===== config.mk =====
export PLATFORM = sky130hd
export DESIGN_NAME = joystick_differential_drive_pwm_unit
export DESIGN_NICKNAME = d
export VERILOG_FILES = /design/src/design/joydd_pkg.sv /design/src/design/joystick_differential_drive_pwm_unit.sv
export SDC_FILE = /design/constraint.sdc
export NUM_CORES = 2
export LEC_CHECK = 0
export ABC_AREA = 1
export ABC_CLOCK_PERIOD_IN_PS = 22000
export BUFFER_PORTS_ARGS = -buffer_cell sky130_fd_sc_hd__buf_4
export CAP_MARGIN = 20
export CORE_MARGIN = 5
export CORE_UTILIZATION = 40
export CTS_CLUSTER_SIZE = 12
export DETAILED_ROUTE_END_ITERATION = 10
export PLACE_DENSITY = 0.64
export SYNTH_ARGS = -nofsm -noshare
export SYNTH_HDL_FRONTEND = slang
export SYNTH_SLANG_ARGS = --single-unit

===== constraint.sdc =====
create_clock -name clk -period 22 [get_ports clk]
set_clock_uncertainty 0.15 [all_clocks]
set_input_delay 4.4 -clock clk [delete_from_list [all_inputs] [get_ports clk]]
set_output_delay 4.4 -clock clk [all_outputs]
set_load 0.03 [all_outputs]

===== src/design/joydd_pkg.sv =====
package joydd_pkg;

    // field and register widths
    localparam int AXIS_W   = 8;
    localparam int LEVEL_W  = 7;
    localparam int CFG_W    = 7;
    localparam int CFG_IDX_W = 1;
    localparam int COUNT_W  = 7;

    // datapath widths
    localparam int MAG_W    = 8;   // |axis|, up to 128
    localparam int SQ_W     = 15;  // axis squared, up to 16384
    localparam int SUM_W    = 16;  // x^2 + y^2
    localparam int ROOT_W   = 8;   // floor(sqrt(sum)), up to 181
    localparam int HUND_W   = 15;  // 100 * v
    localparam int DEN_W    = 22;  // full_scale * (x^2 + y^2)
    localparam int Q_W      = 7;   // quotient bits per division pass
    localparam int NUM_W    = DEN_W + Q_W;
    localparam int STEP_W   = 3;

    localparam logic [LEVEL_W-1:0] FULL_DUTY = 7'd100;
    localparam logic [CFG_W-1:0]   FULL_SCALE_RESET = 7'd50;
    localparam logic [CFG_W-1:0]   STOP_RESET = 7'd5;
    localparam logic [SQ_W-1:0]    SQRT_ONE_INIT = 15'h4000;
    localparam logic [STEP_W-1:0]  LAST_STEP = 3'd7;

    // register indexes
    localparam logic [CFG_IDX_W-1:0] CFG_FULL_SCALE = 1'b0;
    localparam logic [CFG_IDX_W-1:0] CFG_STOP       = 1'b1;

    // command codes
    localparam logic CMD_SAMPLE = 1'b0;
    localparam logic CMD_TICK   = 1'b1;

    typedef enum logic [7:0] {
        ST_IDLE   = 8'b0000_0001,
        ST_SQUARE = 8'b0000_0010,
        ST_PREP   = 8'b0000_0100,
        ST_SQRT   = 8'b0000_1000,
        ST_MULT1  = 8'b0001_0000,
        ST_MULT2  = 8'b0010_0000,
        ST_DIV    = 8'b0100_0000,
        ST_FINISH = 8'b1000_0000
    } state_t;

endpackage


===== src/design/joystick_differential_drive_pwm_unit.sv =====
// Channel | Signals                                  | Dir | Transaction
// --------+------------------------------------------+-----+-----------------------------------
// in      | in_valid, in_ready, command, joy_x, joy_y | in  | joystick sample or one PWM tick
// out     | out_valid, out_ready, left_dir, right_dir,| out | pins and compare levels after item
//         | left_pwm_out, right_pwm_out, left_level,  |     |
//         | right_level                               |     |
// cfg     | cfg_wr_en, cfg_addr, cfg_wdata            | in  | register write, no wait
//
// A sample passes through the bit-serial square root (one root bit per step) and the
// shared restoring divider (two passes of one saturation check plus 7 quotient bits),
// with control states around them. A tick goes straight to the finish state.
// One transaction is in work at a time.
// rst_n is asynchronous, active low; it loads the register defaults and the PWM state.
// A result waits in the output register while the next transaction is accepted;
// the last cycle of an item stalls until that register is free.
module joystick_differential_drive_pwm_unit #(
    parameter int PWM_PERIOD_LIMIT = 100
) (
    input  logic                              clk,
    input  logic                              rst_n,

    input  logic                              in_valid,
    output logic                              in_ready,
    input  logic                              command,
    input  logic signed [joydd_pkg::AXIS_W-1:0] joy_x,
    input  logic signed [joydd_pkg::AXIS_W-1:0] joy_y,

    output logic                              out_valid,
    input  logic                              out_ready,
    output logic                              left_dir,
    output logic                              right_dir,
    output logic                              left_pwm_out,
    output logic                              right_pwm_out,
    output logic [joydd_pkg::LEVEL_W-1:0]     left_level,
    output logic [joydd_pkg::LEVEL_W-1:0]     right_level,

    input  logic                              cfg_wr_en,
    input  logic [joydd_pkg::CFG_IDX_W-1:0]   cfg_addr,
    input  logic [joydd_pkg::CFG_W-1:0]       cfg_wdata
);
    import joydd_pkg::*;

    localparam logic [COUNT_W:0] PERIOD_LIMIT = (COUNT_W+1)'(PWM_PERIOD_LIMIT);

    // ---------------- control state ----------------
    state_t               state_reg, state_next;
    logic [STEP_W-1:0]    cnt_reg, cnt_next;
    logic [CFG_W-1:0]     fs_reg, fs_next;
    logic [CFG_W-1:0]     thr_reg, thr_next;
    logic [LEVEL_W-1:0]   left_cmp_reg, left_cmp_next;
    logic [LEVEL_W-1:0]   right_cmp_reg, right_cmp_next;
    logic                 left_dir_reg, left_dir_next;
    logic                 right_dir_reg, right_dir_next;
    logic [COUNT_W-1:0]   count_reg, count_next;
    logic [1:0]           pins_reg, pins_next;
    logic                 out_valid_reg, out_valid_next;

    // ---------------- datapath ----------------
    logic                 tick_reg, tick_next;        // item is a PWM tick
    logic                 ab_reg, ab_next;            // quadrant (0,90] or (90,180]
    logic                 unit_left_reg, unit_left_next; // left motor has gain +/-1
    logic                 stop_reg, stop_next;
    logic [MAG_W-1:0]     ax_reg, ax_next;
    logic [MAG_W-1:0]     ay_reg, ay_next;
    logic [SQ_W-1:0]      xx_reg, xx_next;
    logic [SQ_W-1:0]      yy_reg, yy_next;
    logic [SUM_W-1:0]     s_reg, s_next;
    logic [SQ_W-1:0]      num_reg, num_next;
    logic [SUM_W-1:0]     op_reg, op_next;            // square root remainder
    logic [SUM_W-1:0]     root_reg, root_next;
    logic [SQ_W-1:0]      one_reg, one_next;          // current power of four
    logic [DEN_W-1:0]     vn_reg, vn_next;
    logic [HUND_W-1:0]    h_reg, h_next;
    logic [DEN_W-1:0]     dc_reg, dc_next;
    logic [NUM_W-1:0]     nc_reg, nc_next;
    logic [NUM_W-1:0]     rem_reg, rem_next;          // divider remainder
    logic [NUM_W-1:0]     dsh_reg, dsh_next;          // divisor, shifted right each step
    logic [Q_W-1:0]       quo_reg, quo_next;
    logic                 sat_reg, sat_next;
    logic                 sel_reg, sel_next;          // 0 unit-gain pass, 1 cos pass
    logic [LEVEL_W-1:0]   duty_u_reg, duty_u_next;
    logic [LEVEL_W-1:0]   duty_c_reg, duty_c_next;

    // ---------------- output register ----------------
    logic                 o_left_dir_reg, o_left_dir_next;
    logic                 o_right_dir_reg, o_right_dir_next;
    logic                 o_left_pwm_reg, o_left_pwm_next;
    logic                 o_right_pwm_reg, o_right_pwm_next;
    logic [LEVEL_W-1:0]   o_left_lvl_reg, o_left_lvl_next;
    logic [LEVEL_W-1:0]   o_right_lvl_reg, o_right_lvl_next;

    // ---------------- combinational helpers ----------------
    logic                 in_accept;
    logic                 out_free;
    logic                 x_neg, x_zero, y_neg, y_zero, x_pos, y_pos;
    logic                 quad_a, quad_b, quad_c;
    logic [MAG_W-1:0]     ax_in, ay_in;
    logic [CFG_W-1:0]     fs_eff;
    logic [SUM_W-1:0]     sum_w;
    logic [SUM_W:0]       sq_trial;
    logic [ROOT_W-1:0]    v;
    logic [DEN_W:0]       vn_full;
    logic [DEN_W:0]       dc_full;
    logic                 div_ge;
    logic [Q_W-1:0]       q_fin;
    logic [LEVEL_W-1:0]   duty_w;
    logic                 s_zero, c_pos, c_neg, cos_neg, unit_neg;
    logic [LEVEL_W-1:0]   cmp_u, cmp_c;
    logic [COUNT_W:0]     tick_c;
    logic                 tick_wrap;

    assign in_ready  = (state_reg == ST_IDLE);
    assign in_accept = in_valid && in_ready;
    assign out_free  = !out_valid_reg || out_ready;

    // quadrant decode, first match wins
    assign x_neg  = joy_x[AXIS_W-1];
    assign y_neg  = joy_y[AXIS_W-1];
    assign x_zero = (joy_x == '0);
    assign y_zero = (joy_y == '0);
    assign x_pos  = !x_neg && !x_zero;
    assign y_pos  = !y_neg && !y_zero;
    assign quad_a = y_pos && !x_neg;
    assign quad_b = x_neg && !y_neg;
    assign quad_c = x_pos || (x_zero && y_zero);

    // magnitude; -128 wraps to 8'h80 = 128, which is what we want
    assign ax_in = x_neg ? MAG_W'(~joy_x + 1'b1) : MAG_W'(joy_x);
    assign ay_in = y_neg ? MAG_W'(~joy_y + 1'b1) : MAG_W'(joy_y);

    assign fs_eff = (fs_reg == '0) ? CFG_W'(1) : fs_reg;

    assign sum_w    = {1'b0, xx_reg} + {1'b0, yy_reg};
    assign sq_trial = {1'b0, root_reg} + {2'b0, one_reg};
    assign v        = root_reg[ROOT_W-1:0];
    assign vn_full  = (DEN_W+1)'(v) * (DEN_W+1)'(num_reg);
    assign dc_full  = (DEN_W+1)'(fs_eff) * (DEN_W+1)'(s_reg);

    assign div_ge = (rem_reg >= dsh_reg);
    assign q_fin  = {quo_reg[Q_W-2:0], div_ge};
    assign duty_w = (sat_reg || (q_fin > FULL_DUTY)) ? FULL_DUTY : q_fin;

    // sign of each gain; zero cos gain counts as not negative
    assign s_zero   = (s_reg == '0);
    assign c_pos    = (xx_reg > yy_reg) || s_zero;
    assign c_neg    = (yy_reg > xx_reg);
    assign cos_neg  = ab_reg ? c_pos : c_neg;   // -cos2t in the upper half, +cos2t below
    assign unit_neg = !ab_reg;
    assign cmp_u    = unit_neg ? duty_u_reg : FULL_DUTY - duty_u_reg;
    assign cmp_c    = cos_neg ? duty_c_reg : FULL_DUTY - duty_c_reg;

    assign tick_c    = {1'b0, count_reg} + 1'b1;
    assign tick_wrap = (tick_c > PERIOD_LIMIT);

    always_comb
    begin
        state_next       = state_reg;
        cnt_next         = cnt_reg;
        fs_next          = fs_reg;
        thr_next         = thr_reg;
        left_cmp_next    = left_cmp_reg;
        right_cmp_next   = right_cmp_reg;
        left_dir_next    = left_dir_reg;
        right_dir_next   = right_dir_reg;
        count_next       = count_reg;
        pins_next        = pins_reg;
        out_valid_next   = out_valid_reg && !out_ready;

        tick_next        = tick_reg;
        ab_next          = ab_reg;
        unit_left_next   = unit_left_reg;
        stop_next        = stop_reg;
        ax_next          = ax_reg;
        ay_next          = ay_reg;
        xx_next          = xx_reg;
        yy_next          = yy_reg;
        s_next           = s_reg;
        num_next         = num_reg;
        op_next          = op_reg;
        root_next        = root_reg;
        one_next         = one_reg;
        vn_next          = vn_reg;
        h_next           = h_reg;
        dc_next          = dc_reg;
        nc_next          = nc_reg;
        rem_next         = rem_reg;
        dsh_next         = dsh_reg;
        quo_next         = quo_reg;
        sat_next         = sat_reg;
        sel_next         = sel_reg;
        duty_u_next      = duty_u_reg;
        duty_c_next      = duty_c_reg;

        o_left_dir_next  = o_left_dir_reg;
        o_right_dir_next = o_right_dir_reg;
        o_left_pwm_next  = o_left_pwm_reg;
        o_right_pwm_next = o_right_pwm_reg;
        o_left_lvl_next  = o_left_lvl_reg;
        o_right_lvl_next = o_right_lvl_reg;

        if (cfg_wr_en)
        begin
            unique case (cfg_addr)
                CFG_FULL_SCALE: fs_next  = cfg_wdata;
                CFG_STOP:       thr_next = cfg_wdata;
                default:        ;
            endcase
        end

        unique case (state_reg)
            ST_IDLE:
            begin
                if (in_accept)
                begin
                    tick_next      = (command == CMD_TICK);
                    ax_next        = ax_in;
                    ay_next        = ay_in;
                    ab_next        = quad_a || quad_b;
                    unit_left_next = quad_a || (!quad_b && !quad_c);
                    stop_next      = (ax_in < {1'b0, thr_reg}) && (ay_in < {1'b0, thr_reg});
                    state_next     = (command == CMD_TICK) ? ST_FINISH : ST_SQUARE;
                end
            end
            ST_SQUARE:
            begin
                xx_next    = SQ_W'(ax_reg) * SQ_W'(ax_reg);
                yy_next    = SQ_W'(ay_reg) * SQ_W'(ay_reg);
                state_next = ST_PREP;
            end
            ST_PREP:
            begin
                s_next     = sum_w;
                num_next   = (xx_reg > yy_reg) ? xx_reg - yy_reg : yy_reg - xx_reg;
                op_next    = sum_w;
                root_next  = '0;
                one_next   = SQRT_ONE_INIT;
                cnt_next   = '0;
                state_next = ST_SQRT;
            end
            ST_SQRT:
            begin
                // one root bit per step
                if ({1'b0, op_reg} >= sq_trial)
                begin
                    op_next   = op_reg - sq_trial[SUM_W-1:0];
                    root_next = (root_reg >> 1) + {1'b0, one_reg};
                end
                else
                begin
                    root_next = root_reg >> 1;
                end
                one_next = one_reg >> 2;
                cnt_next = cnt_reg + 1'b1;
                if (cnt_reg == LAST_STEP)
                    state_next = ST_MULT1;
            end
            ST_MULT1:
            begin
                vn_next    = vn_full[DEN_W-1:0];
                h_next     = HUND_W'(v) * HUND_W'(FULL_DUTY);
                // at the origin v is 0; keep a nonzero divisor
                dc_next    = s_zero ? DEN_W'(fs_eff) : dc_full[DEN_W-1:0];
                state_next = ST_MULT2;
            end
            ST_MULT2:
            begin
                nc_next    = NUM_W'(vn_reg) * NUM_W'(FULL_DUTY);
                rem_next   = NUM_W'(h_reg);
                dsh_next   = NUM_W'({fs_eff, {Q_W{1'b0}}});
                cnt_next   = '0;
                sel_next   = 1'b0;
                state_next = ST_DIV;
            end
            ST_DIV:
            begin
                // step 0 checks for quotient >= 128, steps 1..7 give one bit each
                if (cnt_reg == '0)
                begin
                    sat_next = div_ge;
                    quo_next = '0;
                end
                else
                begin
                    if (div_ge)
                        rem_next = rem_reg - dsh_reg;
                    quo_next = q_fin;
                end
                dsh_next = dsh_reg >> 1;
                cnt_next = cnt_reg + 1'b1;
                if (cnt_reg == LAST_STEP)
                begin
                    if (!sel_reg)
                    begin
                        duty_u_next = duty_w;
                        sel_next    = 1'b1;
                        cnt_next    = '0;
                        rem_next    = nc_reg;
                        dsh_next    = {dc_reg, {Q_W{1'b0}}};
                    end
                    else
                    begin
                        duty_c_next = duty_w;
                        state_next  = ST_FINISH;
                    end
                end
            end
            ST_FINISH:
            begin
                if (out_free)
                begin
                    if (tick_reg)
                    begin
                        if (tick_wrap)
                        begin
                            count_next = '0;
                            pins_next  = 2'b11;
                        end
                        else
                        begin
                            count_next = tick_c[COUNT_W-1:0];
                            pins_next  = {({1'b0, right_cmp_reg} > tick_c),
                                          ({1'b0, left_cmp_reg} > tick_c)};
                        end
                    end
                    else
                    begin
                        left_dir_next  = unit_left_reg ? !unit_neg : !cos_neg;
                        right_dir_next = unit_left_reg ? !cos_neg : !unit_neg;
                        if (stop_reg)
                        begin
                            left_cmp_next  = '0;
                            right_cmp_next = '0;
                        end
                        else
                        begin
                            left_cmp_next  = unit_left_reg ? cmp_u : cmp_c;
                            right_cmp_next = unit_left_reg ? cmp_c : cmp_u;
                        end
                    end
                    o_left_dir_next  = left_dir_next;
                    o_right_dir_next = right_dir_next;
                    o_left_pwm_next  = pins_next[0];
                    o_right_pwm_next = pins_next[1];
                    o_left_lvl_next  = left_cmp_next;
                    o_right_lvl_next = right_cmp_next;
                    out_valid_next   = 1'b1;
                    state_next       = ST_IDLE;
                end
            end
            default:
            begin
                state_next = ST_IDLE;
            end
        endcase
    end

    always_ff @(posedge clk or negedge rst_n)
    begin
        if (!rst_n)
        begin
            state_reg     <= ST_IDLE;
            cnt_reg       <= '0;
            fs_reg        <= FULL_SCALE_RESET;
            thr_reg       <= STOP_RESET;
            left_cmp_reg  <= FULL_DUTY;
            right_cmp_reg <= FULL_DUTY;
            left_dir_reg  <= 1'b0;
            right_dir_reg <= 1'b0;
            count_reg     <= '0;
            pins_reg      <= '0;
            out_valid_reg <= 1'b0;
        end
        else
        begin
            state_reg     <= state_next;
            cnt_reg       <= cnt_next;
            fs_reg        <= fs_next;
            thr_reg       <= thr_next;
            left_cmp_reg  <= left_cmp_next;
            right_cmp_reg <= right_cmp_next;
            left_dir_reg  <= left_dir_next;
            right_dir_reg <= right_dir_next;
            count_reg     <= count_next;
            pins_reg      <= pins_next;
            out_valid_reg <= out_valid_next;
        end
    end

    always_ff @(posedge clk)
    begin
        tick_reg        <= tick_next;
        ab_reg          <= ab_next;
        unit_left_reg   <= unit_left_next;
        stop_reg        <= stop_next;
        ax_reg          <= ax_next;
        ay_reg          <= ay_next;
        xx_reg          <= xx_next;
        yy_reg          <= yy_next;
        s_reg           <= s_next;
        num_reg         <= num_next;
        op_reg          <= op_next;
        root_reg        <= root_next;
        one_reg         <= one_next;
        vn_reg          <= vn_next;
        h_reg           <= h_next;
        dc_reg          <= dc_next;
        nc_reg          <= nc_next;
        rem_reg         <= rem_next;
        dsh_reg         <= dsh_next;
        quo_reg         <= quo_next;
        sat_reg         <= sat_next;
        sel_reg         <= sel_next;
        duty_u_reg      <= duty_u_next;
        duty_c_reg      <= duty_c_next;
        o_left_dir_reg  <= o_left_dir_next;
        o_right_dir_reg <= o_right_dir_next;
        o_left_pwm_reg  <= o_left_pwm_next;
        o_right_pwm_reg <= o_right_pwm_next;
        o_left_lvl_reg  <= o_left_lvl_next;
        o_right_lvl_reg <= o_right_lvl_next;
    end

    assign out_valid     = out_valid_reg;
    assign left_dir      = o_left_dir_reg;
    assign right_dir     = o_right_dir_reg;
    assign left_pwm_out  = o_left_pwm_reg;
    assign right_pwm_out = o_right_pwm_reg;
    assign left_level    = o_left_lvl_reg;
    assign right_level   = o_right_lvl_reg;

    // compare values stay within 0..100
    assert property (@(posedge clk) disable iff (!rst_n)
        (left_cmp_reg <= FULL_DUTY) && (right_cmp_reg <= FULL_DUTY))
        else $error("compare value above full duty");

    // period counter never passes the limit
    assert property (@(posedge clk) disable iff (!rst_n)
        ({1'b0, count_reg} <= PERIOD_LIMIT))
        else $error("period counter beyond limit");

    // one transaction in work at a time
    assert property (@(posedge clk) disable iff (!rst_n)
        (in_valid && in_ready) |=> !in_ready)
        else $error("input taken while busy");

    // square root is exact floor
    assert property (@(posedge clk) disable iff (!rst_n)
        (state_reg == ST_MULT1) |->
            ((17'(v) * 17'(v)) <= 17'(s_reg)) &&
            (((17'(v) + 17'd1) * (17'(v) + 17'd1)) > 17'(s_reg)))
        else $error("square root result wrong");

    // results only appear from the last cycle of an item
    assert property (@(posedge clk) disable iff (!rst_n)
        $rose(out_valid_reg) |-> $past(state_reg == ST_FINISH))
        else $error("result without finished transaction");

endmodule

## After elaboration in Yosys (flattened, before gate mapping)

Index checks and enable logic that the tools add are counted.

| storage, ports and cells | value |
|---|---|
| bits in registers | 361 |
| bits in latches | 0 |
| bits in writable memories | 0 |
| memory bits (read-only) | 0 |
| word-level logic and storage cells | 183 |
| memories | 0 |

| cells by class | value |
|---|---|
| add/subtract/negate cells | 13 |
| $mul | 6 |
| div/mod/pow operators | 0 |
| $lt $le $gt $ge | 10 |
| equality and inequality tests | 15 |
| shift-type cells | 0 |
| mux-type cells | 49 |
| bitwise gates (word level) | 4 |
| reduce and logical (&&, ||, !) cells | 44 |

Operator list:

| kind | number |
|---|---|
| 29-bit 2-to-1 mux | 6 |
| 29-bit case mux with 2 select lines | 2 |
| 7-bit 2-to-1 mux | 12 |
| 8-bit 2-to-1 mux | 8 |
| 16-bit case mux with 2 select lines | 2 |
| 8-bit case mux with 8 select lines | 1 |
| 15-bit by 15-bit adder with 16-bit output | 2 |
| 16-bit 2-to-1 mux | 2 |
| 15-bit > comparator | 2 |
| 8-bit by 8-bit multiplier with 15-bit output | 2 |
| 15-bit case mux with 2 select lines | 1 |
| 15-bit subtractor | 2 |
| 29-bit greater-or-equal comparator | 1 |
| 29-bit subtractor | 1 |
| 22-bit by 5-bit multiplier with 27-bit output, second input constant | 1 |
| 7-bit by 16-bit multiplier with 22-bit output | 1 |
| 8-bit by 15-bit multiplier with 22-bit output | 1 |
| 16-bit by 15-bit adder with 17-bit output | 1 |
| 16-bit by 17-bit greater-or-equal comparator with 1-bit output | 1 |
| 8-bit by 1-bit adder with 8-bit output, second input constant | 2 |
| 7-bit by 8-bit > comparator with 1-bit output | 2 |
| 16-bit zero test | 1 |
| 8-bit zero test | 2 |
| 8-bit by 7-bit less-than comparator with 1-bit output | 2 |
| 37 further kinds | 83 |

## Logic depth before layout (Yosys ltp)

| depth | value |
|---|---|
| depth after elaboration | 7 |
| gate-level depth with buffers | 22 |

## Least setup slack after synthesis

OpenSTA, ideal clock, no wires.

| timing | value |
|---|---|
| path type | flip-flop to flip-flop |
| start | reg state_reg[3] |
| end | reg state_reg[7] |
| data arrival time | 6686 ps |
| data required time | 21785 ps |
| slack | 15100 ps |
| cell stages (with the launch flop) | 8 |
| buffers on the path | 0 |
| period minus slack after synthesis | 6900 ps |
| cell sequence | dfrtp_1 > nor2_1 > nand2_1 > nor4_1 > nor4_1 > nor2_1 > nand2_1 > nand2_1 |

| between the ends | value |
|---|---|
| longest elaborated chain between the ends | 4 |
| elaborated cells between the ends (all ways) | 16 |
| those cells by class | eq/ne (13); mux (1); reduce/logical (2) |

Ends and longest elaborated chain:

| item | RTL line | RTL |
|---|---|---|
| from (decl) | joystick_differential_drive_pwm_unit.sv:46 | `state_t state_reg, state_next;` |
| from (signal assigned) | joystick_differential_drive_pwm_unit.sv:375 | `state_reg <= state_next;` |
| 8-bit by 1-bit equality test with 1-bit output | joystick_differential_drive_pwm_unit.sv:112, joystick_differential_drive_pwm_unit.sv:210 |  |
| 1-bit logical AND | joystick_differential_drive_pwm_unit.sv:113 | `assign in_accept = in_valid && in_ready;` |
| 2-bit by 1-bit != test with 1-bit output (no source line) | n/a |  |
| 5-bit AND reduction (no source line) | n/a |  |

Several ways; a longest one is shown, not always the timed one.
A chain may end at the register's enable or synchronous reset.

## Worst setup path after layout

| timing | value |
|---|---|
| start | reg state_reg[5] |
| end | out in_ready |

| between the ends | value |
|---|---|
| longest elaborated chain between the ends | 1 |

Ends and longest elaborated chain:

| item | RTL line | RTL |
|---|---|---|
| 8-bit by 1-bit equality test with 1-bit output | joystick_differential_drive_pwm_unit.sv:112 | `assign in_ready = (state_reg == ST_IDLE);` |
| to (decl) | joystick_differential_drive_pwm_unit.sv:23 | `output logic in_ready,` |

No other way between the ends.

==> impl_metrics.env <==
export IMPL_rows=107
export IMPL_cpPeakStageDelay_ps=410
export IMPL_crit_arrival_ps=2010
export IMPL_synth_top_family_by_area="adder cells"
export IMPL_vias_per_cell=4.93
export IMPL_synth_ff_type="edfxtp_1"
export IMPL_cts_hold_fix_buffers=0
export IMPL_wl_per_cell_um=14.8
export IMPL_p_leak_uw=0.0193
export IMPL_setup_violations=0
export IMPL_postCtsSetupBuffers=0
export IMPL_clock_latency_ps=580
export IMPL_layout_common_cells="nand2_1 (953), inv_1 (853), ha_1 (380)"
export IMPL_worst_slew_pin_slew_ps=1040
export IMPL_status="finished clean"
export IMPL_yosys_area_top_type_share_pct=26.4
export IMPL_drt_wl_total_um=78900
export IMPL_cp_top_family="simple AND/OR/NAND/NOR gates"
export IMPL_synthesis_nets=4803
export IMPL_dieArea_um2=91200
export IMPL_syn_to_final_growth_pct=8.39
export IMPL_grt_pass1_wl_um=130000
export IMPL_cts_tree="yes"
export IMPL_ir_worst_vdd_mv=0.134
export IMPL_power_density_nw_per_um2=132
export IMPL_critPathLaunchType="flip-flop"
export IMPL_yosysWarnings=0
export IMPL_slowest_stage="dfrtp_1"
export IMPL_synthAdderAreaFrac_pct=26.8
export IMPL_path_depth=6
export IMPL_synth_area_top_cells="edfxtp_1 (26%), ha_1 (14%), fa_1 (13%)"
export IMPL_cts_inserted_buffers=44
export IMPL_grt_max_degree=60
export IMPL_period_share_pct=29.8
export IMPL_boundaryPins=50
export IMPL_drive_gt1_share_pct=5.00
export IMPL_avgSynthCellArea_um2=8.17
export IMPL_synth_simple_gate_area_share_pct=17.9
export IMPL_drc=0
export IMPL_path_clk_slew_ps=60
export IMPL_synth_compound_area_share_pct=9.07
export IMPL_relSlewSlack_pct=30.8
export IMPL_synth_cell_type_count=61
export IMPL_final_cells=5344
export IMPL_async_flop_share_pct=14.5
export IMPL_crit_path_max_fanout=4
export IMPL_start_util_pct=40.2
export IMPL_worst_r2r_path_depth=22
export IMPL_clock_sinks=351
export IMPL_layout_nets=4795
export IMPL_path_cells="nor2_1 > inv_1 > nor2_1 > nand4_1 > inv_1 > buf_4"
export IMPL_synth_edf_count=300
export IMPL_worst_setup_path_end_kind="output pin"
export IMPL_syn_inst=4174
export IMPL_core_um2=84900
export IMPL_cts_path_max_buffers=3
export IMPL_drt_iter0_drc=1823
export IMPL_cts_root_buffer="clkbuf_16"
export IMPL_dp_cells=5264
export IMPL_synthXorXnorAreaFrac_pct=4.60
export IMPL_max_cap_viol_count=0
export IMPL_die_w_um=302
export IMPL_hpwl_um=62200
export IMPL_rsz0062_at_grt="false"
export IMPL_finalCriticalPeriod_ps=6560
export IMPL_num_vias=26300
export IMPL_critical_path_buf_inv_count=3
export IMPL_antenna_diode_count=0
export IMPL_ant_nets=0
export IMPL_portBuffers=49
export IMPL_synth_largest_area_cell="edfxtp_1"
export IMPL_antenna_found_initial=1
export IMPL_first_global_vias=25700
export IMPL_place_congestion=0.922
export IMPL_drtPass1Iterations=6
export IMPL_finalMaxSlewViolations=0
export IMPL_min_path_type="reg2reg"
export IMPL_die_y_um=302
export IMPL_gr_total_overflow=0
export IMPL_hold_viol=0
export IMPL_min_path_cells=2
export IMPL_path_class="reg2out"
export IMPL_netlist_area_um2=34100
export IMPL_required_ps=17450
export IMPL_cts_max_level=2
export IMPL_synth_seq_cells=351
export IMPL_ys_seq_area_share_pct=30.2
export IMPL_setup_tns_ps=0
export IMPL_layout_commonest_cell="nand2_1"
export IMPL_synthMuxAreaShare_pct=0.282
export IMPL_clock_fmax_mhz=153
export IMPL_track_usage_pct=17.2
export IMPL_ctsResizeCount=0
power breakdown:
part / total, uW / internal, uW / switching, uW
Combinational: 3030 / 1120 / 1910
Clock: 738 / 444 / 294
Sequential: 1110 / 1000 / 114
Total: 4880 / 2570 / 2310
final timing paths:
kind / end / start / slack, ps
max in group asynchronous: thr_reg[6] / rst_n / 17520
min in group asynchronous: left_cmp_reg[3] / rst_n / 3710
max: in_ready / state_reg[5] / 15440
max reg2reg: op_reg[8] / root_reg[0] / 16780
min reg2reg: left_cmp_reg[5] / left_cmp_reg[5] / 340
min: left_cmp_reg[5] / left_cmp_reg[5] / 340
final cells by class:
class                           instances  area, um2
Clock buffer                           56       1190
Clock inverter                         24        283
Fill cell                            8480      47900
Inverter                              870       3270
Multi-Input combinational cell       2834      20000
Sequential cell                       351      10300
Tap cell                             1144       1430
Timing Repair Buffer                   65        488
logic make-up after synthesis:
group,Yosys count
flip-flops,351
other,1
AND/OR/NAND/NOR,1482
adder cells (fa/ha/maj),599
AO/OA/AOI/OAI,564
XOR/XNOR,179
buffers and inverters,989
multiplexers,9
tightest hold or removal path, cell delays in order (launching register included):
cell	delay, ps
dfstp_2	380
nand2_1	60
nand2_1	50
metrics by stage:
stage               hold WS [ps]  power [uW]  cell area [um2]  util, %  setup slack (ps)
finish                       338        4880            37000     43.6             15440
global route                 352        5380            37000     43.6             15250
CTS                          337        4920            37000     43.6             15400
detailed placement           325        4150            35500     41.8             15560
global placement             315        4110            35500     41.8             15570
floorplan                    274        3400            34100        -             15100
cells in the mapped netlist (4+ instances only):
master,n
clkbuf_1,70
ha_1,380
o221ai_1,7
o31ai_1,5
a21oi_1,224
a21boi_0,11
nor3_1,22
o21ai_1,23
a21o_1,12
o21a_1,4
o21ai_0,212
buf_4,4
xnor2_1,49
dfstp_2,12
or2_2,7
nor2_1,247
nand3_1,152
xor2_1,130
nand2_2,14
fa_1,219
o22ai_1,5
mux2i_1,4
nor4_1,14
dfrtp_1,39
buf_6,6
a21oi_2,5
nand4_1,44
a31oi_1,14
a22o_1,5
o21bai_1,18
nand2_1,953
inv_1,854
inv_2,14
nor2_2,9
buf_1,9
o211ai_1,6
edfxtp_1,300
a211oi_1,4
buf_2,28
routing by layer:
metal	wire length, um	GRT usage [%]	share of wire (%)	vias to the layer above
met5	0	0	0	-
met3	3320	1.84	4.2	103
li1	-	-	-	13200
met1	37300	24.1	47	12500
met4	1940	4.36	2.5	0
met2	36300	28.9	46	508
Note: power is estimated with default switching activity, not from simulation.
